[config.mk]
export PLATFORM = sky130hd
export DESIGN_NAME = bsf_cfg_regs
export DESIGN_NICKNAME = d
export VERILOG_FILES = /design/src/sv/bsf_pkg.sv /design/src/sv/bsf_cfg_regs.sv
export SDC_FILE = /design/constraint.sdc
export NUM_CORES = 1
export LEC_CHECK = 0
export ABC_AREA = 1
export BUFFER_PORTS_ARGS = -buffer_cell sky130_fd_sc_hd__buf_2
export CAP_MARGIN = 10
export CORE_MARGIN = 2
export CORE_UTILIZATION = 58
export CTS_CLUSTER_DIAMETER = 60
export DETAILED_ROUTE_END_ITERATION = 7
export GPL_TIMING_DRIVEN = 1
export PLACE_DENSITY = 0.81
export SETUP_SLACK_MARGIN = 0.1
export SYNTH_ARGS = -nofsm -noshare
export SYNTH_HDL_FRONTEND = slang
export SYNTH_SLANG_ARGS = --single-unit
[constraint.sdc]
create_clock -name clk -period 1.8 [get_ports clk]
set_input_delay 0.09 -clock clk [delete_from_list [all_inputs] [get_ports clk]]
set_output_delay 0.09 -clock clk [all_outputs]
set_load 0.05 [all_outputs]
[src/sv/bsf_pkg.sv]
// shared types and constants of the bit-aligned sync byte framer
// no dependencies
package bsf_pkg;

    localparam int RAW_W = 8;
    localparam int LEN_W = 10;
    localparam int POS_W = 14;
    localparam int EMIT_W = 11;
    localparam int CFG_IDX_W = 3;
    localparam int CFG_DATA_W = 10;
    localparam int RESULT_SLOTS = 3;

    localparam int DEF_MAX_AREA_BYTES = 2048;
    localparam int DEF_LENGTH_SLACK = 100;

    localparam logic [LEN_W-1:0] RST_ADDRESS_LENGTH = LEN_W'(16);
    localparam logic [LEN_W-1:0] RST_DATA_LENGTH = LEN_W'(512);

    typedef enum logic [CFG_IDX_W-1:0] {
        CFG_AREA_SELECT    = 3'd0,
        CFG_ADDRESS_LENGTH = 3'd1,
        CFG_ADDRESS_SYNC   = 3'd2,
        CFG_DATA_LENGTH    = 3'd3,
        CFG_DATA_SYNC      = 3'd4
    } cfg_index_t;

    typedef enum logic [1:0] {
        ST_OK       = 2'd0,
        ST_LENGTH   = 2'd1,
        ST_NO_SYNC  = 2'd2,
        ST_TOO_LESS = 2'd3
    } area_status_t;

    localparam logic KIND_DATA = 1'b0;
    localparam logic KIND_STATUS = 1'b1;

    typedef struct packed {
        logic [RAW_W-1:0] raw_byte;
        logic             final_byte;
    } in_item_t;

    typedef struct packed {
        logic             kind;
        logic [RAW_W-1:0] aligned_byte;
        logic [1:0]       area_status;
        logic [POS_W-1:0] sync_bit_position;
        logic             run_end;
    } out_item_t;

    typedef struct packed {
        logic [LEN_W-1:0] length;
        logic [RAW_W-1:0] pattern;
    } area_cfg_t;

    // slot 0 and 1 data beats, slot 2 status beat
    typedef struct packed {
        logic [RESULT_SLOTS-1:0]            valid;
        out_item_t [RESULT_SLOTS-1:0]       item;
    } result_set_t;

endpackage

[src/sv/bsf_cfg_regs.sv]
// configuration registers and area settings selection
// depends on bsf_pkg
module bsf_cfg_regs
(
    input  logic                            clk,
    input  logic                            rst_n,
    input  logic                            wr_en,
    input  logic [bsf_pkg::CFG_IDX_W-1:0]   wr_index,
    input  logic [bsf_pkg::CFG_DATA_W-1:0]  wr_data,
    output bsf_pkg::area_cfg_t              area_cfg
);

    logic                            area_select_reg;
    logic [bsf_pkg::LEN_W-1:0]       address_length_reg;
    logic [bsf_pkg::RAW_W-1:0]       address_sync_reg;
    logic [bsf_pkg::LEN_W-1:0]       data_length_reg;
    logic [bsf_pkg::RAW_W-1:0]       data_sync_reg;

    always_ff @(posedge clk or negedge rst_n)
    begin
        if (!rst_n)
        begin
            area_select_reg    <= 1'b0;
            address_length_reg <= bsf_pkg::RST_ADDRESS_LENGTH;
            address_sync_reg   <= '0;
            data_length_reg    <= bsf_pkg::RST_DATA_LENGTH;
            data_sync_reg      <= '0;
        end
        else if (wr_en)
        begin
            unique case (wr_index)
                bsf_pkg::CFG_AREA_SELECT:    area_select_reg    <= wr_data[0];
                bsf_pkg::CFG_ADDRESS_LENGTH: address_length_reg <= wr_data[bsf_pkg::LEN_W-1:0];
                bsf_pkg::CFG_ADDRESS_SYNC:   address_sync_reg   <= wr_data[bsf_pkg::RAW_W-1:0];
                bsf_pkg::CFG_DATA_LENGTH:    data_length_reg    <= wr_data[bsf_pkg::LEN_W-1:0];
                bsf_pkg::CFG_DATA_SYNC:      data_sync_reg      <= wr_data[bsf_pkg::RAW_W-1:0];
                default:
                begin
                end
            endcase
        end
    end

    always_comb
    begin
        area_cfg.length  = area_select_reg ? data_length_reg : address_length_reg;
        area_cfg.pattern = area_select_reg ? data_sync_reg : address_sync_reg;
    end

endmodule

==> results of run 1 <==
## placed cells by master, fill, tap and decap left out, types with 2 or more instances in the layout
cell / count
buf_2: 33
buf_4: 5
clkbuf_1: 3
clkbuf_4: 5
dfrtp_1: 35
dfstp_2: 2
dlygate4sd3_1: 5
inv_1: 23
nand2_1: 107
nand2_2: 3
nand3_1: 26
nor2_4: 3
o21ai_0: 17
## final timing paths
check	end	depth (start not counted)	slack [ns]
max	area_cfg[10]	3	0.25
min	data_length_reg[1]	3	0.01
max reg2reg	area_select_reg	3	1.00
min reg2reg	data_length_reg[9]	2	0.48
max in group asynchronous	area_select_reg	2	0.90
min in group asynchronous	address_length_reg[8]	2	0.38
## final cells by class
cell class,count,share of cell area
Sequential cell,37,0.4516
Clock buffer,8,0.02374
Multi-Input combinational cell,160,0.3378
Tap cell,33,0.02009
Timing Repair Buffer,43,0.1229
Inverter,24,0.04382
## power breakdown
| group | total, mW | internal (mW) | switching [mW] |
|---|---|---|---|
| clock | 0.414 | 0.156 | 0.259 |
| combinational | 0.870 | 0.216 | 0.655 |
| sequential | 1.08 | 0.991 | 0.0844 |
## metal layers
layer,track usage,vias up,share of wire
met5,0,-,0
met4,0.09740,0,0.017
met3,0.04803,7,0.051
met2,0.3705,47,0.46
met1,0.3512,716,0.47
li1,-,791,-
## cell families after synthesis
| logic type | synth area share |
|---|---|
| AOI/OAI and AO/OA | 0.05089 |
| buffers and inverters | 0.08339 |
| and+or+nand+nor | 0.3413 |
| DFF | 0.5244 |
## metrics by stage
stage	setup WS, ns	util	TNS, ns	instance area [sq um]
2_1_floorplan	-0.05247	-	-0.5247	1770
3_3_place_gp	0.6436	0.6571	0	1957
3_5_place_dp	0.6409	0.6571	0	1957
4_1_cts	0.2642	0.6903	0	2056
5_1_grt	0.1772	0.6903	0	2056
6_report	0.2532	0.6903	0	2056
## worst reg2reg max path, stage by stage (launching register included)
cell	delay, ns
dfrtp_1	0.39
buf_4	0.20
nand2_1	0.08
nand2_1	0.04
==> reports/metrics.yaml, run 1 <==
die:
  start_util: 0.5945
  dieWidth_microns: 59.25
  io_pins: 34
  placementRows: 20
  core-area_sq_um: 2978
  die-height_microns: 59.25
  dieArea_sq_um: 3511
critical_path:
  crit_type: "reg2out"
  crit_chain: "buf_4 > o21ai_0 > buf_2"
  cp_slowest_cell: "dfrtp_1"
  cp_max_fo: 18
  end_kind: "output port"
  cp-startpoint: "area_select_reg"
  slowest_delay_ns: 0.39
  crit_family: "buffers and inverters"
  worstReg2RegStart: "area_select_reg"
  cp.required_ns: 1.71
  critical_path_buf_inv_count: 2
  critPathArrivalTime_ns: 1.46
  start_kind: "register"
detailed_routing:
  first_pass_iters: 4
  avgRoutedWirePerCell_microns: 12.36
  drtAntennaViolNets: 0
  routed_wl_microns: 3770
  drt_iter0_drc: 80
  num_vias: 1561
  drc: 0
  viasPerCell: 5.118
logic_synthesis:
  yosys.cell_count.top_type: "nand2_1"
  synth_seq_cells: 37
  netlist.top_cell.by_area: "dfrtp_1"
  synth_flop_cell: "dfrtp_1"
  syn_area_sq_um: 1770
  async_flop_share: 1.000
  syn_nets: 245
  synth-edff-count: 0
  synthTopCellsByCount: "nand2_1, dfrtp_1, nand3_1"
  yosysTopAreaCellShare: 0.4947
  synth_warnings: 0
  synthCells: 229
  yosysUniqueCellTypes: 15
  ys_seq_area_frac: 0.5244
  yosys-top-cells-area: "dfrtp_1, nand2_1, nand3_1, o21ai_0, inv_1"
  synth_area_per_cell_sq_um: 7.731
timing:
  fin_crit_ns: 1.547
  hold_viol: 0
  setup_viol: 0
  period_share: 0.8594
  maxSlewViolCount: 0
  rsz0062_at_grt: "false"
  tightest_slew_ns: 0.8127
  slew_headroom: 0.4582
  fmax_mhz: 646.5
  hold-worst-slack_ns: 0.009543
  finalClockSkew_ns: 0
clock_tree:
  hold_buffers: 5
  cts_sinks: 37
  cts_tree: "yes"
  h-tree-depth: 2
  cts_root_buf: "clkbuf_4"
  numCtsBuffers: 5
  cts_resized: 0
  clock_latency_ns: 0.34
  postCtsSetupBuffers: 0
  clkSlewWorstSetupHoldPaths_ns: 0.10
  cts.path.max_buffers: 2
job:
  cap_violations: 0
placed_design:
  dp.cells: 292
  place.gp.congestion: 0.7827
  port_buffers: 33
  dp_hpwl_microns: 2621
global_routing:
  antenna_found_initial: 0
  grt_use_total: 0.2461
  first_global_vias: 1387
  grt_pass1_wl_microns: 6389
  gr-total-overflow: 0
  grt_max_degree: 38
power:
  ir_drop_uv: 600.8
  power.leakage_nw: 1.152
  cellPowerDensity_nw_per_um2: 1148
  total_power_mw: 2.361
final_layout:
  layout.nets: 287
  area_growth_pct: 16.11
  fillers: 253
  drive_gt1_frac: 0.1985
  diodes: 0
  multi_input_area_sq_um: 694.4
  regArea_sq_um: 928.4
  fin_cells: 305
worst_hold_path:
  hold_class: "in2reg"
  hold_start: "wr_data[1]"
outcome:
  status: "finished clean"
Power figures use the tool's default switching activity.
==> inputs of run 2 (changes only) <==
--- a/config.mk
+++ b/config.mk
@@ -8,7 +8,7 @@
 export ABC_AREA = 1
 export BUFFER_PORTS_ARGS = -buffer_cell sky130_fd_sc_hd__buf_2
 export CAP_MARGIN = 10
-export CORE_MARGIN = 2
+export CORE_MARGIN = 4
 export CORE_UTILIZATION = 58
 export CTS_CLUSTER_DIAMETER = 60
 export DETAILED_ROUTE_END_ITERATION = 7
==> run 2 against run 1 <==
Net effect:
- utilization increased by 3.2 points
- cell area shrank 0.61%
- largest cell class unchanged
- largest power group unchanged
- die area up 14%
- clock power up 10%
- non-clock buffer count down 2
- maximum frequency up 1.9%
==> reports/metrics.yaml, run 2 (synthesis gave the netlist of run 1 again) <==
outcome:
  status: "finished clean"
placed_design:
  dp.cells: 290  # -0.68%
  port_buffers: 33  # unchanged
  place.gp.congestion: 0.7826  # about the same
  dp_hpwl_microns: 2700  # +3.0%
critical_path:
  critPathArrivalTime_ns: 1.43  # -0.03 ns
  end_kind: "output port"
  cp_max_fo: 23  # +5
  cp-startpoint: "area_select_reg"
  cp_slowest_cell: "dfrtp_1"
  worstReg2RegStart: "area_select_reg"
  slowest_delay_ns: 0.39  # about the same
  start_kind: "register"
  cp.required_ns: 1.71  # about the same
  crit_type: "reg2out"
  crit_chain: "buf_4 > o21ai_0 > buf_2"
clock_tree:
  cts_resized: 0  # unchanged
  cts_sinks: 37  # unchanged
  clkSlewWorstSetupHoldPaths_ns: 0.10  # about the same
  cts.path.max_buffers: 2  # unchanged
  hold_buffers: 3  # -2
  numCtsBuffers: 5  # unchanged
  clock_latency_ns: 0.33  # about the same
  h-tree-depth: 2  # unchanged
  cts_root_buf: "clkbuf_4"
  postCtsSetupBuffers: 0  # unchanged
  cts_tree: "yes"
global_routing:
  antenna_found_initial: 0  # unchanged
  grt_use_total: 0.2245  # -0.02159
  grt_max_degree: 38  # unchanged
  gr-total-overflow: 0  # unchanged
  first_global_vias: 1538  # +11%
  grt_pass1_wl_microns: 7031  # +10%
final_layout:
  layout.nets: 285  # -0.70%
  diodes: 0  # unchanged
  final_common_cell: "nand2_1"
  fin_cells: 301  # -1.3%
  area_growth_pct: 15.41
  drive_gt1_frac: 0.2037  # +0.005174
  layout_common_cells: "nand2_1, dfrtp_1, buf_2, nand3_1, inv_1"
detailed_routing:
  drt_iter0_drc: 127  # +59%
  avgRoutedWirePerCell_microns: 13.01  # +5.3%
  drc: 0  # unchanged
  num_vias: 1541  # -1.3%
  viasPerCell: 5.120  # about the same
  routed_wl_microns: 3917  # +3.9%
  first_pass_iters: 4  # unchanged
  drtAntennaViolNets: 0  # unchanged
power:
  total_power_mw: 2.404  # +1.9%
  switchingPower_mw: 1.007  # +0.96%
  p_clk_frac: 0.190  # +0.014
  cellPowerDensity_nw_per_um2: 1177  # +2.5%
  intPower_mw: 1.397  # +2.5%
  ir_drop_uv: 757.4  # +26%
  p_sw_frac: 0.4189  # -0.003722
  p_seq_frac: 0.447  # -0.009
  power.leakage_nw: 1.149  # -0.20%
  p_comb_frac: 0.363  # -0.006
die:
  dieArea_sq_um: 4001  # +14%
  start_util: 0.6258  # +0.03129
  dieWidth_microns: 63.25  # +6.8%
  core-area_sq_um: 2829  # -5.0%
  io_pins: 34  # unchanged
  die-height_microns: 63.25  # +6.8%
  placementRows: 19  # -5.0%
timing:
  finalClockSkew_ns: 0  # unchanged
  fmax_mhz: 658.6  # +1.9%
  setup_viol: 0  # unchanged
  hold_viol: 0  # unchanged
  maxSlewViolCount: 0  # unchanged
  period_share: 0.8435  # -0.01585
  tns_ns: 0  # unchanged
  slew_headroom: 0.4695  # +0.01126
  rsz0062_at_grt: "false"
  tightest_slew_ns: 0.7958  # -0.01689 ns
  fin_crit_ns: 1.518  # -0.02853 ns
worst_hold_path:
  hold_class: "in2reg"
  hold_start: "wr_data[2]"
job:
  cap_violations: 0  # unchanged
-- run 2: cell count changes in the layout (fill, tap and decap cells not counted), sizes merged --
cell | previous run | this run
dlygate4sd3 | 5 | 3
-- run 2: area by class of cell --
| type | count | area (sq um) |
|---|---|---|
| sequential | 37 | 928.4 |
| fill | 237 | 785.8 |
| inverter | 24 | 90.09 |
| clock buffer | 8 | 58.81 |
| multi-input combinational | 160 | 694.4 |
| tap | 31 | 38.79 |
| timing repair buffer | 41 | 232.7 |
-- run 2: power groups by stage --
stage                     registers [mW]  clock network [mW]  logic (mW)
after floorplan                     1.07                   0       0.670
after global placement              1.08                   0       0.854
after detailed placement            1.09                   0       0.873
after CTS                           1.07               0.461       0.881
after global routing                1.10               0.509       0.957
final                               1.07               0.456       0.874
-- run 2: layer usage --
| layer | GRT usage | vias to the layer above | part of all wire |
|---|---|---|---|
| met2 | 0.3373 | 56 | 0.44 |
| met1 | 0.3073 | 698 | 0.48 |
| li1 | - | 783 | - |
| met3 | 0.06750 | 4 | 0.071 |
| met5 | 0 | - | 0 |
| met4 | 0.08356 | 0 | 0.0074 |
-- run 2: path summary, 6_finish.rpt --
path	slack [ns]	depth (start not counted)	to
min in group asynchronous	0.36	2	address_length_reg[7]
setup reg to reg	0.96	3	area_select_reg
hold / removal	0.01	3	data_length_reg[2]
max in group asynchronous	0.93	2	address_length_reg[0]
hold reg to reg	0.48	2	data_length_reg[9]
setup / recovery	0.28	3	area_cfg[13]
-- run 2: metrics by stage --
step	util	worst slack, ns	area, sq um	hold slack (ns)
2_1_floorplan	-	-0.05247	1770	-0.2056
3_3_place_gp	0.6908	0.6633	1954	0.2198
3_5_place_dp	0.6908	0.6514	1954	0.2232
4_1_cts	0.7222	0.2774	2043	0.007758
5_1_grt	0.7222	0.1330	2043	0.0009142
6_report	0.7222	0.2817	2043	0.009987
-- run 2: critical path, delay by kind of cell (launching register included) --
| kind | cells | cell delay, ns |
|---|---|---|
| compound gates | 1 | 0.20 |
| flops | 1 | 0.39 |
| buf+inv | 2 | 0.49 |
==> inputs of run 3 (changes only) <==
--- a/config.mk
+++ b/config.mk
@@ -9,11 +9,11 @@
 export BUFFER_PORTS_ARGS = -buffer_cell sky130_fd_sc_hd__buf_2
 export CAP_MARGIN = 10
 export CORE_MARGIN = 4
-export CORE_UTILIZATION = 58
+export CORE_UTILIZATION = 54
 export CTS_CLUSTER_DIAMETER = 60
 export DETAILED_ROUTE_END_ITERATION = 7
 export GPL_TIMING_DRIVEN = 1
-export PLACE_DENSITY = 0.81
+export PLACE_DENSITY = 0.76
 export SETUP_SLACK_MARGIN = 0.1
 export SYNTH_ARGS = -nofsm -noshare
 export SYNTH_HDL_FRONTEND = slang
==> constraint.sdc (replaced) <==
create_clock -name clk -period 1.4 [get_ports clk]
set_input_delay 0.07 -clock clk [delete_from_list [all_inputs] [get_ports clk]]
set_output_delay 0.07 -clock clk [all_outputs]
set_load 0.05 [all_outputs]
==> run 3 against run 2 <==
Net effect:
- die area up 6.5%
- register-to-register slack worse by 0.41 ns
- the flow now finishes with violations (setup timing)
- critical endpoint is now area_cfg[7]
- largest cell class unchanged
- critical path type unchanged
- non-clock buffer count up 12
==> reports/metrics.yaml, run 3 (synthesis gave the netlist of run 1 again) <==
outcome:
  status: "complete, but fails checks"
  violations: "setup timing"
timing:
  maxSlewViolCount: 0  # unchanged
  rsz0062_at_grt: "true"
  hold_viol: 0  # unchanged
  fin_crit_ns: 1.403
  tightest_slew_ns: 0.3961  # -0.3997 ns
  hold-worst-slack_ns: 0.05738  # +0.04739 ns
  finalClockSkew_ns: 0  # unchanged
  tns_ns: -0.003913  # -0.003913 ns
  timing.final.ws_setup_ns: -0.002682  # -0.2844 ns
  period_share: 1.002
  fmax_mhz: 712.9
  setup_viol: 2  # +2
  slew_headroom: 0.7359  # +0.2664
critical_path:
  end_kind: "output port"
  critPathArrivalTime_ns: 1.33  # -0.10 ns
  cp.required_ns: 1.33  # -0.38 ns
  crit_type: "reg2out"
  cp_max_fo: 6  # -74%
  start_kind: "register"
clock_tree:
  numCtsBuffers: 5  # unchanged
  clock_latency_ns: 0.34  # about the same
  cts_tree: "yes"
  cts_sinks: 37  # unchanged
  h-tree-depth: 2  # unchanged
  cts.path.max_buffers: 2  # unchanged
  cts_root_buf: "clkbuf_4"
  clkSlewWorstSetupHoldPaths_ns: 0.11  # about the same
final_layout:
  diodes: 0  # unchanged
  fillers: 244  # +3.0%
  layout_common_cells: "nand2_1, dfrtp_1, nand3_1, inv_1, buf_6"
  final_area_sq_um: 2397  # +17%
  final_common_cell: "nand2_1"
  drive_gt1_frac: 0.2695  # +0.06580
  layout.nets: 297  # +4.2%
  area_growth_pct: 35.41
  fin_cells: 326  # +8.3%
placed_design:
  port_buffers: 33  # unchanged
  dp_hpwl_microns: 2866  # +6.2%
  dp.cells: 306  # +5.5%
  place.gp.congestion: 0.7788  # -0.49%
  placed_area_sq_um: 2054  # +5.1%
power:
  switchingPower_mw: 1.425  # +42%
  p_sw_frac: 0.4081  # -0.01081
  p_seq_frac: 0.399  # -0.048
  ir_drop_uv: 1149  # +52%
  power.leakage_nw: 1.267  # +10%
  total_power_mw: 3.493  # +45%
  p_comb_frac: 0.433  # +0.070
  p_clk_frac: 0.169  # -0.021
  intPower_mw: 2.067  # +48%
  cellPowerDensity_nw_per_um2: 1457  # +24%
detailed_routing:
  num_vias: 1675  # +8.7%
  first_pass_iters: 4  # unchanged
  routed_wl_microns: 4348  # +11%
  avgRoutedWirePerCell_microns: 13.34  # +2.5%
  drt_iter0_drc: 114  # -10%
  drtAntennaViolNets: 0  # unchanged
  drc: 0  # unchanged
  viasPerCell: 5.138  # +0.36%
die:
  start_util: 0.5706  # -0.05526
  dieArea_sq_um: 4259  # +6.5%
  placementRows: 20  # +1
  core-area_sq_um: 3103  # +9.7%
  io_pins: 34  # unchanged
  die-height_microns: 65.26  # +3.2%
  dieWidth_microns: 65.26  # +3.2%
global_routing:
  grt_use_total: 0.2314  # +0.006981
  grt_max_degree: 24  # -37%
  gr-total-overflow: 0  # unchanged
  first_global_vias: 1619  # +5.3%
  grt_pass1_wl_microns: 7327  # +4.2%
  antenna_found_initial: 0  # unchanged
job:
  cap_violations: 0  # unchanged
worst_hold_path:
  hold_class: "in2reg"
run 3: cell count changes in the layout (fill, tap and decap cells not counted), moves of 4 or more:
cell | before | now
o21ai_2 | 0 | 11
buf_6 | 0 | 18
o21ai_4 | 0 | 4
dlygate4sd3_1 | 3 | 11
buf_2 | 33 | 15
o21ai_0 | 17 | 0
run 3: repair_timing:
| item | 4_1_cts | 5_1_grt |
|---|---|---|
| buffers inserted | 0 | 0 |
| pin swaps | 1 | 2 |
| endpoints found under the setup margin | 18 | 18 |
| cloned | 0 | 1 |
| hold endpoints to repair | 54 | 0 |
| gates resized for setup | 26 | 32 |
| hold buffers | 11 | 0 |
run 3: path summary, 6_finish.rpt:
path | start | slack (ns) | cells after the start | to
setup / recovery | area_select_reg | -0.003 | 4 | area_cfg[7]
hold / removal | wr_index[2] | 0.06 | 4 | address_length_reg[5]
setup reg to reg | area_select_reg | 0.55 | 3 | area_select_reg
hold reg to reg | address_length_reg[4] | 0.47 | 2 | address_length_reg[4]
max in group asynchronous | rst_n | 0.71 | 3 | address_length_reg[4]
min in group asynchronous | rst_n | 0.16 | 2 | address_sync_reg[0]
run 3: metrics by stage:
| step | utilization | setup WS [ns] |
|---|---|---|
| floorplan | - | -0.2608 |
| global placement | 0.6621 | 0.2616 |
| detailed placement | 0.6621 | 0.2340 |
| CTS | 0.7395 | -0.03880 |
| global route | 0.7726 | -0.04966 |
| finish | 0.7726 | -0.002682 |
run 3: power groups by stage:
stage                     clock [mW]  combinational (mW)  sequential (mW)
after floorplan                    0               0.935             1.37
after global placement             0                1.20             1.40
after detailed placement           0                1.22             1.40
after CTS                      0.598                1.37             1.38
after global routing           0.636                1.63             1.42
final                          0.590                1.51             1.39
run 3: metal layers:
metal | wire length [microns] | global-route usage
met1 | 1962 | 0.3074
met3 | 226 | 0.04444
met5 | 0 | 0
met4 | 78 | 0.1192
met2 | 2081 | 0.3603
run 3: area by class of cell:
cell class | count | area (sq um) | share of cell area
well taps | 44 | 55.05 | 0.02296
clock buffers | 8 | 58.81 | 0.02453
flip-flops and latches | 37 | 929.6 | 0.3878
repair buffers | 53 | 480.5 | 0.2004
multi-input cells | 160 | 783.3 | 0.3267
inverters | 24 | 90.09 | 0.03758
run 3: critical path: stages (launching register included):
cell     delay, ns
dfrtp_2       0.47
buf_4         0.18
nand2_1       0.12
o21ai_4       0.07
buf_6         0.15
