[src/sv/bsf_pkg.sv]
// shared types and constants of the bit-aligned sync byte framer
// no dependencies
package bsf_pkg;

    localparam int RAW_W = 8;
    localparam int LEN_W = 10;
    localparam int POS_W = 14;
    localparam int EMIT_W = 11;
    localparam int CFG_IDX_W = 3;
    localparam int CFG_DATA_W = 10;
    localparam int RESULT_SLOTS = 3;

    localparam int DEF_MAX_AREA_BYTES = 2048;
    localparam int DEF_LENGTH_SLACK = 100;

    localparam logic [LEN_W-1:0] RST_ADDRESS_LENGTH = LEN_W'(16);
    localparam logic [LEN_W-1:0] RST_DATA_LENGTH = LEN_W'(512);

    typedef enum logic [CFG_IDX_W-1:0] {
        CFG_AREA_SELECT    = 3'd0,
        CFG_ADDRESS_LENGTH = 3'd1,
        CFG_ADDRESS_SYNC   = 3'd2,
        CFG_DATA_LENGTH    = 3'd3,
        CFG_DATA_SYNC      = 3'd4
    } cfg_index_t;

    typedef enum logic [1:0] {
        ST_OK       = 2'd0,
        ST_LENGTH   = 2'd1,
        ST_NO_SYNC  = 2'd2,
        ST_TOO_LESS = 2'd3
    } area_status_t;

    localparam logic KIND_DATA = 1'b0;
    localparam logic KIND_STATUS = 1'b1;

    typedef struct packed {
        logic [RAW_W-1:0] raw_byte;
        logic             final_byte;
    } in_item_t;

    typedef struct packed {
        logic             kind;
        logic [RAW_W-1:0] aligned_byte;
        logic [1:0]       area_status;
        logic [POS_W-1:0] sync_bit_position;
        logic             run_end;
    } out_item_t;

    typedef struct packed {
        logic [LEN_W-1:0] length;
        logic [RAW_W-1:0] pattern;
    } area_cfg_t;

    // slot 0 and 1 data beats, slot 2 status beat
    typedef struct packed {
        logic [RESULT_SLOTS-1:0]            valid;
        out_item_t [RESULT_SLOTS-1:0]       item;
    } result_set_t;

endpackage

[src/sv/bsf_stream_if.sv]
// valid/ready stream channel carrying one payload per beat
// depends on nothing; payload type set by the instantiating module
interface bsf_stream_if #(parameter type payload_t = logic);
    logic     valid;
    logic     ready;
    payload_t data;

    modport source (output valid, output data, input ready);
    modport sink (input valid, input data, output ready);
endinterface

[src/sv/bsf_hunt.sv]
// input register, area state, sync hunt and realignment of one byte per cycle while the result sequencer is free
// depends on bsf_pkg and bsf_stream_if
module bsf_hunt #(
    parameter int MAX_AREA_BYTES = bsf_pkg::DEF_MAX_AREA_BYTES,
    parameter int LENGTH_SLACK   = bsf_pkg::DEF_LENGTH_SLACK
)
(
    input  logic                 clk,
    input  logic                 rst_n,
    bsf_stream_if.sink           byte_stream,
    input  bsf_pkg::area_cfg_t   area_cfg,
    input  logic                 seq_free,
    output logic                 load,
    output bsf_pkg::result_set_t results
);

    localparam int CW = $clog2(MAX_AREA_BYTES);
    localparam int PW = (CW + 3 > bsf_pkg::POS_W) ? CW + 3 : bsf_pkg::POS_W;
    localparam int LW = (CW + 1 > 12) ? CW + 1 : 12;
    localparam logic [CW-1:0] SEEN_MAX = CW'(MAX_AREA_BYTES - 1);
    localparam int EW = bsf_pkg::EMIT_W;

    logic                        s1_valid_reg;
    bsf_pkg::in_item_t           s1_item_reg;
    logic [bsf_pkg::RAW_W-1:0]   prev_byte_reg;
    logic [CW-1:0]               bytes_seen_reg;
    logic                        sync_found_reg;
    logic [2:0]                  sync_shift_reg;
    logic [bsf_pkg::POS_W-1:0]   sync_position_reg;
    logic [EW-1:0]               bytes_emitted_reg;

    logic [bsf_pkg::RAW_W-1:0]   b;
    logic [15:0]                 pair;
    logic [15:0]                 pair_shl;
    logic [bsf_pkg::RAW_W-1:0]   prev_shl;
    logic                        pair_hit;
    logic [2:0]                  pair_shift;
    logic                        use_pair;
    logic                        found_now;
    logic                        found_eff;
    logic [2:0]                  shift_eff;
    logic [PW-1:0]               pos_wide;
    logic [bsf_pkg::POS_W-1:0]   pos_eff;
    logic [EW-1:0]               len_e;
    logic [EW-1:0]               need;
    logic [EW-1:0]               emitted_next;
    logic [LW-1:0]               area_len;
    logic [LW-1:0]               len_l;
    logic                        d0_v;
    logic                        d1_v;
    logic [bsf_pkg::RAW_W-1:0]   d0_byte;
    logic [bsf_pkg::RAW_W-1:0]   d1_byte;
    bsf_pkg::area_status_t       status;
    logic                        advance;

    assign advance = s1_valid_reg && seq_free;
    assign load = advance;
    assign byte_stream.ready = !s1_valid_reg || seq_free;

    // sync hunt
    always_comb
    begin
        b = s1_item_reg.raw_byte;
        pair = {prev_byte_reg, b};
        pair_hit = 1'b0;
        pair_shift = 3'd0;
        for (int s = 7; s >= 1; s--)
        begin
            if (pair[15-s -: 8] == area_cfg.pattern)
            begin
                pair_hit = 1'b1;
                pair_shift = 3'(s);
            end
        end
        use_pair = (bytes_seen_reg != '0) && pair_hit;
        found_now = !sync_found_reg && (use_pair || (b == area_cfg.pattern));
        found_eff = sync_found_reg || found_now;
        shift_eff = sync_found_reg ? sync_shift_reg : (use_pair ? pair_shift : 3'd0);
        if (use_pair)
            pos_wide = PW'({bytes_seen_reg - CW'(1), pair_shift});
        else
            pos_wide = PW'({bytes_seen_reg, 3'd0});
        pos_eff = sync_found_reg ? sync_position_reg : pos_wide[bsf_pkg::POS_W-1:0];
    end

    // realignment and status
    always_comb
    begin
        pair_shl = pair << shift_eff;
        prev_shl = prev_byte_reg << shift_eff;
        len_e = EW'(area_cfg.length);
        d0_v = 1'b0;
        d1_v = 1'b0;
        d0_byte = b;
        d1_byte = pair_shl[7:0];
        emitted_next = bytes_emitted_reg;
        if (found_eff)
        begin
            if (shift_eff == 3'd0)
            begin
                if (bytes_emitted_reg < len_e)
                begin
                    d0_v = 1'b1;
                    emitted_next = bytes_emitted_reg + EW'(1);
                end
            end
            else if (bytes_emitted_reg < len_e)
            begin
                d0_v = 1'b1;
                d0_byte = pair_shl[15:8];
                emitted_next = bytes_emitted_reg + EW'(1);
                if (bytes_emitted_reg + EW'(1) == len_e)
                begin
                    d1_v = 1'b1;
                    emitted_next = bytes_emitted_reg + EW'(2);
                end
            end
            else if (bytes_emitted_reg == len_e)
            begin
                d0_v = 1'b1;
                d0_byte = prev_shl;
                emitted_next = bytes_emitted_reg + EW'(1);
            end
        end

        area_len = LW'(bytes_seen_reg) + LW'(1);
        len_l = LW'(area_cfg.length);
        need = len_e + EW'(found_eff && (shift_eff != 3'd0));
        if ((area_len < len_l) || (area_len > len_l + LW'(LENGTH_SLACK)))
            status = bsf_pkg::ST_LENGTH;
        else if (!found_eff)
            status = bsf_pkg::ST_NO_SYNC;
        else if (emitted_next < need)
            status = bsf_pkg::ST_TOO_LESS;
        else
            status = bsf_pkg::ST_OK;

        results.valid = {s1_item_reg.final_byte, d1_v, d0_v};
        results.item[0] = '{kind: bsf_pkg::KIND_DATA, aligned_byte: d0_byte,
                            area_status: 2'd0, sync_bit_position: '0, run_end: 1'b0};
        results.item[1] = '{kind: bsf_pkg::KIND_DATA, aligned_byte: d1_byte,
                            area_status: 2'd0, sync_bit_position: '0, run_end: 1'b0};
        results.item[2] = '{kind: bsf_pkg::KIND_STATUS, aligned_byte: '0,
                            area_status: status,
                            sync_bit_position: found_eff ? pos_eff : '0,
                            run_end: 1'b1};
    end

    always_ff @(posedge clk or negedge rst_n)
    begin
        if (!rst_n)
            s1_valid_reg <= 1'b0;
        else if (byte_stream.valid && byte_stream.ready)
            s1_valid_reg <= 1'b1;
        else if (advance)
            s1_valid_reg <= 1'b0;
    end

    always_ff @(posedge clk)
    begin
        if (byte_stream.valid && byte_stream.ready)
            s1_item_reg <= byte_stream.data;
    end

    always_ff @(posedge clk or negedge rst_n)
    begin
        if (!rst_n)
        begin
            prev_byte_reg     <= '0;
            bytes_seen_reg    <= '0;
            sync_found_reg    <= 1'b0;
            sync_shift_reg    <= '0;
            sync_position_reg <= '0;
            bytes_emitted_reg <= '0;
        end
        else if (advance)
        begin
            if (s1_item_reg.final_byte)
            begin
                prev_byte_reg     <= '0;
                bytes_seen_reg    <= '0;
                sync_found_reg    <= 1'b0;
                sync_shift_reg    <= '0;
                sync_position_reg <= '0;
                bytes_emitted_reg <= '0;
            end
            else
            begin
                prev_byte_reg <= b;
                if (bytes_seen_reg < SEEN_MAX)
                    bytes_seen_reg <= bytes_seen_reg + CW'(1);
                sync_found_reg    <= found_eff;
                sync_shift_reg    <= found_eff ? shift_eff : 3'd0;
                sync_position_reg <= found_eff ? pos_eff : '0;
                bytes_emitted_reg <= emitted_next;
            end
        end
    end

    a_no_emit_before_sync: assert property (@(posedge clk) disable iff (!rst_n)
        !sync_found_reg |-> (bytes_emitted_reg == '0))
        else $error("bytes emitted without sync");

    a_idle_shift_pos: assert property (@(posedge clk) disable iff (!rst_n)
        !sync_found_reg |-> (sync_shift_reg == 3'd0 && sync_position_reg == '0))
        else $error("sync shift or position held without sync");

    a_clear_after_final: assert property (@(posedge clk) disable iff (!rst_n)
        (advance && s1_item_reg.final_byte) |=> (bytes_seen_reg == '0 && !sync_found_reg))
        else $error("area state not cleared after final byte");

endmodule

[src/flat_wrapper.sv]
// flat-port wrapper written by rule: the top's interface ports become plain ports
module bsf_hunt_flat 
#(
    parameter int MAX_AREA_BYTES = bsf_pkg::DEF_MAX_AREA_BYTES,
    parameter int LENGTH_SLACK   = bsf_pkg::DEF_LENGTH_SLACK
)
  (clk, rst_n, area_cfg, seq_free, load, results, byte_stream_valid, byte_stream_data, byte_stream_ready);
  bsf_stream_if byte_stream_i ();
  input  logic clk;
  input  logic rst_n;
  input  bsf_pkg::area_cfg_t area_cfg;
  input  logic seq_free;
  output logic load;
  output bsf_pkg::result_set_t results;
  input wire logic [$bits(byte_stream_i.valid)-1:0] byte_stream_valid;
  input wire logic [$bits(byte_stream_i.data)-1:0] byte_stream_data;
  output wire logic [$bits(byte_stream_i.ready)-1:0] byte_stream_ready;
  assign byte_stream_i.valid = byte_stream_valid;
  assign byte_stream_i.data = byte_stream_data;
  assign byte_stream_ready = byte_stream_i.ready;
  bsf_hunt #(.MAX_AREA_BYTES(MAX_AREA_BYTES), .LENGTH_SLACK(LENGTH_SLACK)) u_core (.clk(clk), .rst_n(rst_n), .byte_stream(byte_stream_i), .area_cfg(area_cfg), .seq_free(seq_free), .load(load), .results(results));
endmodule
[config.mk]
export PLATFORM = sky130hd
export DESIGN_NAME = bsf_hunt_flat
export DESIGN_NICKNAME = d
export VERILOG_FILES = /design/src/sv/bsf_pkg.sv /design/src/sv/bsf_stream_if.sv /design/src/sv/bsf_hunt.sv /design/src/flat_wrapper.sv
export SDC_FILE = /design/constraint.sdc
export NUM_CORES = 1
export LEC_CHECK = 0
export ABC_AREA = 1
export BUFFER_PORTS_ARGS = -buffer_cell sky130_fd_sc_hd__buf_2
export CAP_MARGIN = 20
export CORE_MARGIN = 1
export CORE_UTILIZATION = 55
export CTS_CLUSTER_DIAMETER = 150
export DETAILED_ROUTE_END_ITERATION = 8
export GPL_ROUTABILITY_DRIVEN = 0
export MAX_ROUTING_LAYER = met4
export PLACE_DENSITY = 0.82
export SLEW_MARGIN = 15
export SYNTH_ARGS = -nofsm -noshare
export SYNTH_HDL_FRONTEND = slang
export SYNTH_SLANG_ARGS = --single-unit
[constraint.sdc]
create_clock -name clk -period 4.4 [get_ports clk]
set_input_delay 0.66 -clock clk [delete_from_list [all_inputs] [get_ports clk]]
set_output_delay 0.66 -clock clk [all_outputs]
set_load 0.05 [all_outputs]
==> flow_summary.toml, run 1 <==
[logic_synthesis]
synth_seq_cells = 42
synth_cell_types = 45
ys_warn_count = 0
synthArstFlopShare_pct = 97.62
synth_edf_count = 1
ys.flop_type = "dfrtp_1"
avgSynthCellArea_sq_um = 6.685
ys_seq_area_share_pct = 21.23
synthCells = 744
netlist_area_sq_mm = 0.004974

[setup_path]
reg2reg_to = "u_core.sync_position_reg[0]"
cp_data_arrival_time_ns = 4.13
crit_start = "u_core.bytes_emitted_reg[2]"
path_max_fanout = 7
crit_top_cell = "nand2_1"
max_stage_delay_ns = 0.47
required_ns = 3.74
reg2reg_slack_ns = 1.04
end_kind = "output port"
reg2reg_depth = 26
crit_slowest_cell = "dfrtp_2"
crit_path_start_kind = "flop"
critPathKind = "reg -> out"
rr_startpoint = "u_core.bytes_seen_reg[0]"

[timing]
drv_slew = 0
slew_headroom_pct = 66.17
rsz0062_at_grt = "true"
max_freq_ghz = 0.2087
timing.final.crit_share_pct = 108.9
setup-violations-final = 2
setup_ws_ns = -0.3923
tightest_slew_ns = 0.5062
period_minus_slack_ns = 4.792
fin_worst_skew_ns = 0.009985
hold_viol_final = 0

[layout]
drive_above_1_share_pct = 31.31
antenna_cells = 0
area_growth_pct = 31.20
nets = 975
design_area_sq_mm = 0.006525
largest_reg_flops = 14
fill_cells = 604

[clock_tree]
htree_levels = 2
insertion_delay_ns = 0.32
cts.path.max_buffers = 2
cts_made_buffers = 5
clk_pin_slew_ns = 0.10
clock-root-buffer = "clkbuf_8"
clock-sinks = 42
tritoncts = "yes"

[run_status]
violations = "negative setup slack"
status = "finished with violations"

[placed_design]
place_area_sq_mm = 0.005592
portBuffers = 43
dpl.hpwl_microns = 11680
post-place-ws_ns = -0.2730

[detailed_routing]
drt-initial-drc-count = 623
route.detailed.drc = 0
wire_per_inst_microns = 18.37
vias = 6138
drt-pass1-iter-count = 9
via_per_inst = 6.047
routed_wl_microns = 18640
drt.antenna.violating_nets = 0

[floorplanning]
initial_core_util_pct = 57.03
die_y_microns = 97.10
die_w_microns = 97.10
design.die.area_sq_mm = 0.009427
ios = 106
rows = 34
core_area_sq_mm = 0.008721

[grt]
grt.overflow.total = 0
grt_first_pass_wirelength_microns = 25940
grt_pass1_vias = 5636
track_usage_pct = 35.00
antenna_found_initial = 0
grt_max_degree = 42

[power]
ir_drop_v = 0.0001564
p_leak_uw = 0.003499
powerDensity_mw_per_mm2 = 177.6

[min_path]
hold_path_class = "in -> async"

[job]
cap_violations = 0
[power by group]
part           total (uW)  leakage (uW)  switching [uW]  internal [uW]
Combinational         479       0.00289             326            153
Clock                 275     0.0000452             162            113
Sequential            405      0.000565            9.41            395
[worst max-delay path: cells and delay by family, from the launching register on]
| kind | cells | cell delay (ns) |
|---|---|---|
| flops | 1 | 0.47 |
| buf+inv | 6 | 0.73 |
| simple gates | 16 | 1.68 |
| fa+ha+maj | 1 | 0.31 |
| compound gates | 5 | 0.62 |
[worst max path at each step]
stage | to
after floorplan | results[68]
after global placement | results[67]
after detailed placement | results[67]
after global routing | results[68]
after CTS | results[67]
final | results[67]
[stage by stage]
| step | cells | hold slack (ns) | power (uW) | util [%] | setup TNS (ns) |
|---|---|---|---|---|---|
| 6_report | 1015 | 0.2380 | 1159 | 74.82 | -0.7786 |
| 5_1_grt | 1015 | 0.2471 | 1201 | 74.82 | -1.137 |
| 4_1_cts | 993 | 0.4907 | 1082 | 69.25 | 0 |
| 3_5_place_dp | 955 | 0.4696 | 789.0 | 64.12 | -0.5351 |
| 3_3_place_gp | 955 | 0.4615 | 777.0 | 64.12 | -0.2661 |
| 2_1_floorplan | 804 | 0.3644 | 721.5 | - | 0 |
[cell type report]
type,count,area (sq um),share of cell area (%)
Clock inverter,2,13.76,0.2109
Tap cell,108,135.1,2.071
Sequential cell,42,1065,16.32
Inverter,94,355.3,5.446
Clock buffer,6,72.57,1.112
Multi-Input combinational cell,590,3631,55.65
Timing Repair Buffer,173,1252,19.19
[logic make-up (layout without fill, tap and decap cells)]
group / Yosys count / in the layout / share of synthesized area, %
buf+inv: 172 / 275 / 18.31
xor+xnor: 29 / 29 / 5.107
fa+ha+maj: 46 / 46 / 11.57
compound gates: 127 / 127 / 15.02
flops: 42 / 42 / 21.23
other cells: 2 / 62 / 0.1510
simple gates: 326 / 326 / 28.60
[synth_stat cells (3+ instances only)]
cell type  instances  share of area, %
inv_1             86               6.5
buf_4             66                10
ha_1              46                12
nand4_1           14               1.8
o211ai_1           5              0.75
a31oi_1            5              0.63
o21bai_1           3              0.45
nand2_2            5              0.63
o22ai_1           12               1.5
o21ai_0           48               4.8
o2111ai_1          3              0.53
clkinv_1           3              0.23
inv_2              5              0.38
nor2_1            57               4.3
a21oi_1           26               2.6
nand2_1          169                13
o21ai_2            3              0.53
nor2_4             3              0.68
o21ai_1            8              0.81
nor3_1             7              0.70
clkbuf_1           8              0.60
nand3_1           60               6.0
dfrtp_1           41                21
nor2_2             5              0.63
xor2_1            28               4.9
[layer usage]
metal / routed length (microns) / GRT usage, % / up-vias / share of wire (%)
met5: 0 / - / - / 0
met4: 1686 / 23.31 / 0 / 9.0
met3: 2155 / 7.482 / 211 / 12
met2: 8611 / 58.23 / 530 / 46
met1: 6190 / 37.52 / 2749 / 33
li1: - / - / 2648 / -
[what timing repair did]
item                                   4_1_cts  5_1_grt
setup buffers                               30       23
resized for setup                           37       79
setup endpoints to repair                    2        3
pin swaps                                    8       27
endpoints found under the hold margin        0        0
hold buffers                                 0        0
[placed cells by master, fill, tap and decap left out, types with 7 or more instances in the layout]
cell and count:
conb_1 62, nor2_4 10, ha_1 36, o21ai_0 43, inv_1 75, dfrtp_2 7
nand3_1 54, dfrtp_1 34, nor2_1 47, ha_4 9, buf_2 40, o21ai_1 12
nor2_2 8, xor2_1 25, buf_4 121, buf_6 11, inv_2 16, o22ai_1 12
a21oi_1 22, nand2_1 154, nand4_1 14, nand2_2 16
Power figures use the tool's default switching activity.
==> run 2: changes to the inputs <==
==> constraint.sdc (replaced) <==
create_clock -name clk -period 4.4 [get_ports clk]
set_input_delay 0.22 -clock clk [delete_from_list [all_inputs] [get_ports clk]]
set_output_delay 0.22 -clock clk [all_outputs]
set_load 0.05 [all_outputs]
==> run 2 against run 1 <==
Effect of this change:
- the flow now finishes without violations
- via count shrank 17%
- combinational power shrank 26%
- cell count shrank 10%
- critical path type unchanged
- critical endpoint is now results[68]
- highest routed layer unchanged
==> flow_summary.toml, run 2 (synthesis gave the netlist of run 1 again) <==
[min_path]
hold_path_class = "in -> reg"
hold_depth = 1

[floorplanning]
core_area_sq_mm = 0.008721
initial_core_util_pct = 57.03
ios = 106
die_y_microns = 97.10
design.die.area_sq_mm = 0.009427
rows = 34
die_w_microns = 97.10

[clock_tree]
tritoncts = "yes"
htree_levels = 2
clock-root-buffer = "clkbuf_8"
cts_made_buffers = 5
cts.path.max_buffers = 2
insertion_delay_ns = 0.32
clock-sinks = 42
clk_pin_slew_ns = 0.11

[setup_path]
end_kind = "output port"
reg2reg_to = "u_core.bytes_emitted_reg[1]"
max_stage_delay_ns = 0.45
cp_data_arrival_time_ns = 4.00
cp.depth = 22
crit_start = "u_core.bytes_emitted_reg[1]"
cp.buffers_inverters = 5
path_max_fanout = 7
reg2reg_depth = 17
rr_startpoint = "u_core.bytes_emitted_reg[1]"
crit_chain = "ha_2 > inv_1 > nand2_1 > nand3_1 > nor2_1 > nand3_1 > nor2_4 > nand3_4 > clkinv_1 > a21oi_1 > a21oi_1 > a21o_1 > inv_1 > ha_1 > nand2_1 > inv_1 > o21bai_1 > a21oi_1 > a2111oi_2 > nand2_2 > a21oi_2 > buf_6"
crit_end = "results[68]"
crit_slowest_cell = "dfrtp_2"
crit_path_start_kind = "flop"
reg2reg_slack_ns = 1.74
path_delay_family = "compound AO/OA/AOI/OAI gates"
required_ns = 4.18
critPathKind = "reg -> out"

[layout]
stdcell_count = 913
largest_reg_flops = 14
final_cell_mix = "nand2_1 (166), inv_1 (83), conb_1 (62)"
area_growth_pct = 10.29
design_area_sq_mm = 0.005485
nets = 873
drive_above_1_share_pct = 16.65
antenna_cells = 0
layout_commonest_cell = "nand2_1"

[timing]
slew_headroom_pct = 55.18
max_freq_ghz = 0.2370
timing.final.crit_share_pct = 95.89
tightest_slew_ns = 0.6716
tns_ns = 0
drv_slew = 0
hold_viol_final = 0
period_minus_slack_ns = 4.219
fin_worst_skew_ns = 0.01693
setup-violations-final = 0

[grt]
grt_pass1_vias = 4681
grt.overflow.total = 0
track_usage_pct = 29.54
grt_max_degree = 42
grt_first_pass_wirelength_microns = 22020
antenna_found_initial = 0

[detailed_routing]
drt-pass1-iter-count = 7
routed_wl_microns = 13720
vias = 5069
wire_per_inst_microns = 15.02
route.detailed.drc = 0
via_per_inst = 5.552
drt.antenna.violating_nets = 0
drt-initial-drc-count = 327

[power]
ir_drop_v = 0.0001792
powerDensity_mw_per_mm2 = 199.9
p_leak_uw = 0.002953

[placed_design]
dpl.hpwl_microns = 10560
place_area_sq_mm = 0.005074
portBuffers = 43
placed_cells = 888

[run_status]
status = "completed"

[job]
cap_violations = 0
-- run 2: cell count changes in the layout (fill, tap and decap cells not counted), sizes merged --
| cell | delta |
|---|---|
| buf | -103 |
| bufinv | +1 |
| clkbuf | -1 |
| clkinvlp | +1 |
| dlygate4sd3 | +1 |
| inv | -1 |
-- run 2: worst reg2reg max path, stage by stage (launching register included) --
cell,delay [ns]
dfrtp_2,0.45
ha_1,0.29
nand2_2,0.08
nor2_1,0.06
nor3b_2,0.24
nor2_2,0.09
nor2_4,0.12
buf_4,0.20
nand4_1,0.17
buf_4,0.19
o21ai_0,0.06
o21ai_0,0.12
o21ai_1,0.09
nand2_1,0.06
nand3_1,0.06
o21ai_1,0.10
nand2_1,0.07
o21ai_0,0.07
-- run 2: repair_timing --
| action | 4_1_cts | 5_1_grt |
|---|---|---|
| hold endpoints to repair | 0 | 18 |
| gates cloned | 0 | 0 |
| setup endpoints to repair | 2 | 2 |
| hold buffers | 0 | 1 |
| setup buffers | 2 | 13 |
| resized for setup | 4 | 38 |
| pin swaps | 1 | 6 |
-- run 2: worst min-delay path by stage --
stage                           from                     endpoint  slack, ns
global route        byte_stream_data           u_core.results[80]       0.08
global placement    byte_stream_data           u_core.results[80]       0.40
CTS                 byte_stream_data           u_core.results[80]       0.08
detailed placement  byte_stream_data           u_core.results[80]       0.40
floorplan                      rst_n  u_core.bytes_emitted_reg[0]      -0.08
finish              byte_stream_data           u_core.results[80]       0.09
-- run 2: routing by layer --
| layer | global-route usage, % | routed length (microns) | vias up |
|---|---|---|---|
| met3 | 3.957 | 1031 | 49 |
| met4 | 12.63 | 586 | 0 |
| met2 | 49.40 | 6600 | 260 |
| met5 | - | 0 | - |
| li1 | - | - | 2454 |
| met1 | 35.72 | 5499 | 2306 |
-- run 2: cell type report --
type	count	area [sq um]
inverters	94	356.6
flip-flops and latches	42	1066
repair buffers	71	464.2
multi-input cells	590	3351
fillers	822	3236
well taps	108	135.1
clock inverters	3	43.79
clock buffers	5	68.82
-- run 2: stage by stage --
stage / setup slack, ns / total power, uW / util, % / hold WS [ns]
finish: 0.1810 / 1097 / 62.90 / 0.08541
global route: -0.009803 / 1145 / 62.90 / 0.07629
detailed placement: -0.1439 / 750.1 / 58.18 / 0.3988
global placement: 0.09762 / 741.7 / 58.18 / 0.3979
floorplan: 0.5330 / 721.1 / - / -0.07559
CTS: 0.008019 / 1080 / 59.78 / 0.08395
-- run 2: power breakdown --
group,leakage [uW],internal (uW),total [uW],switching [uW]
Sequential,0.000564,396,410,14.3
Combinational,0.00233,83.0,353,270
Clock,0.0000585,171,333,162
Total,0.00295,650,1100,447
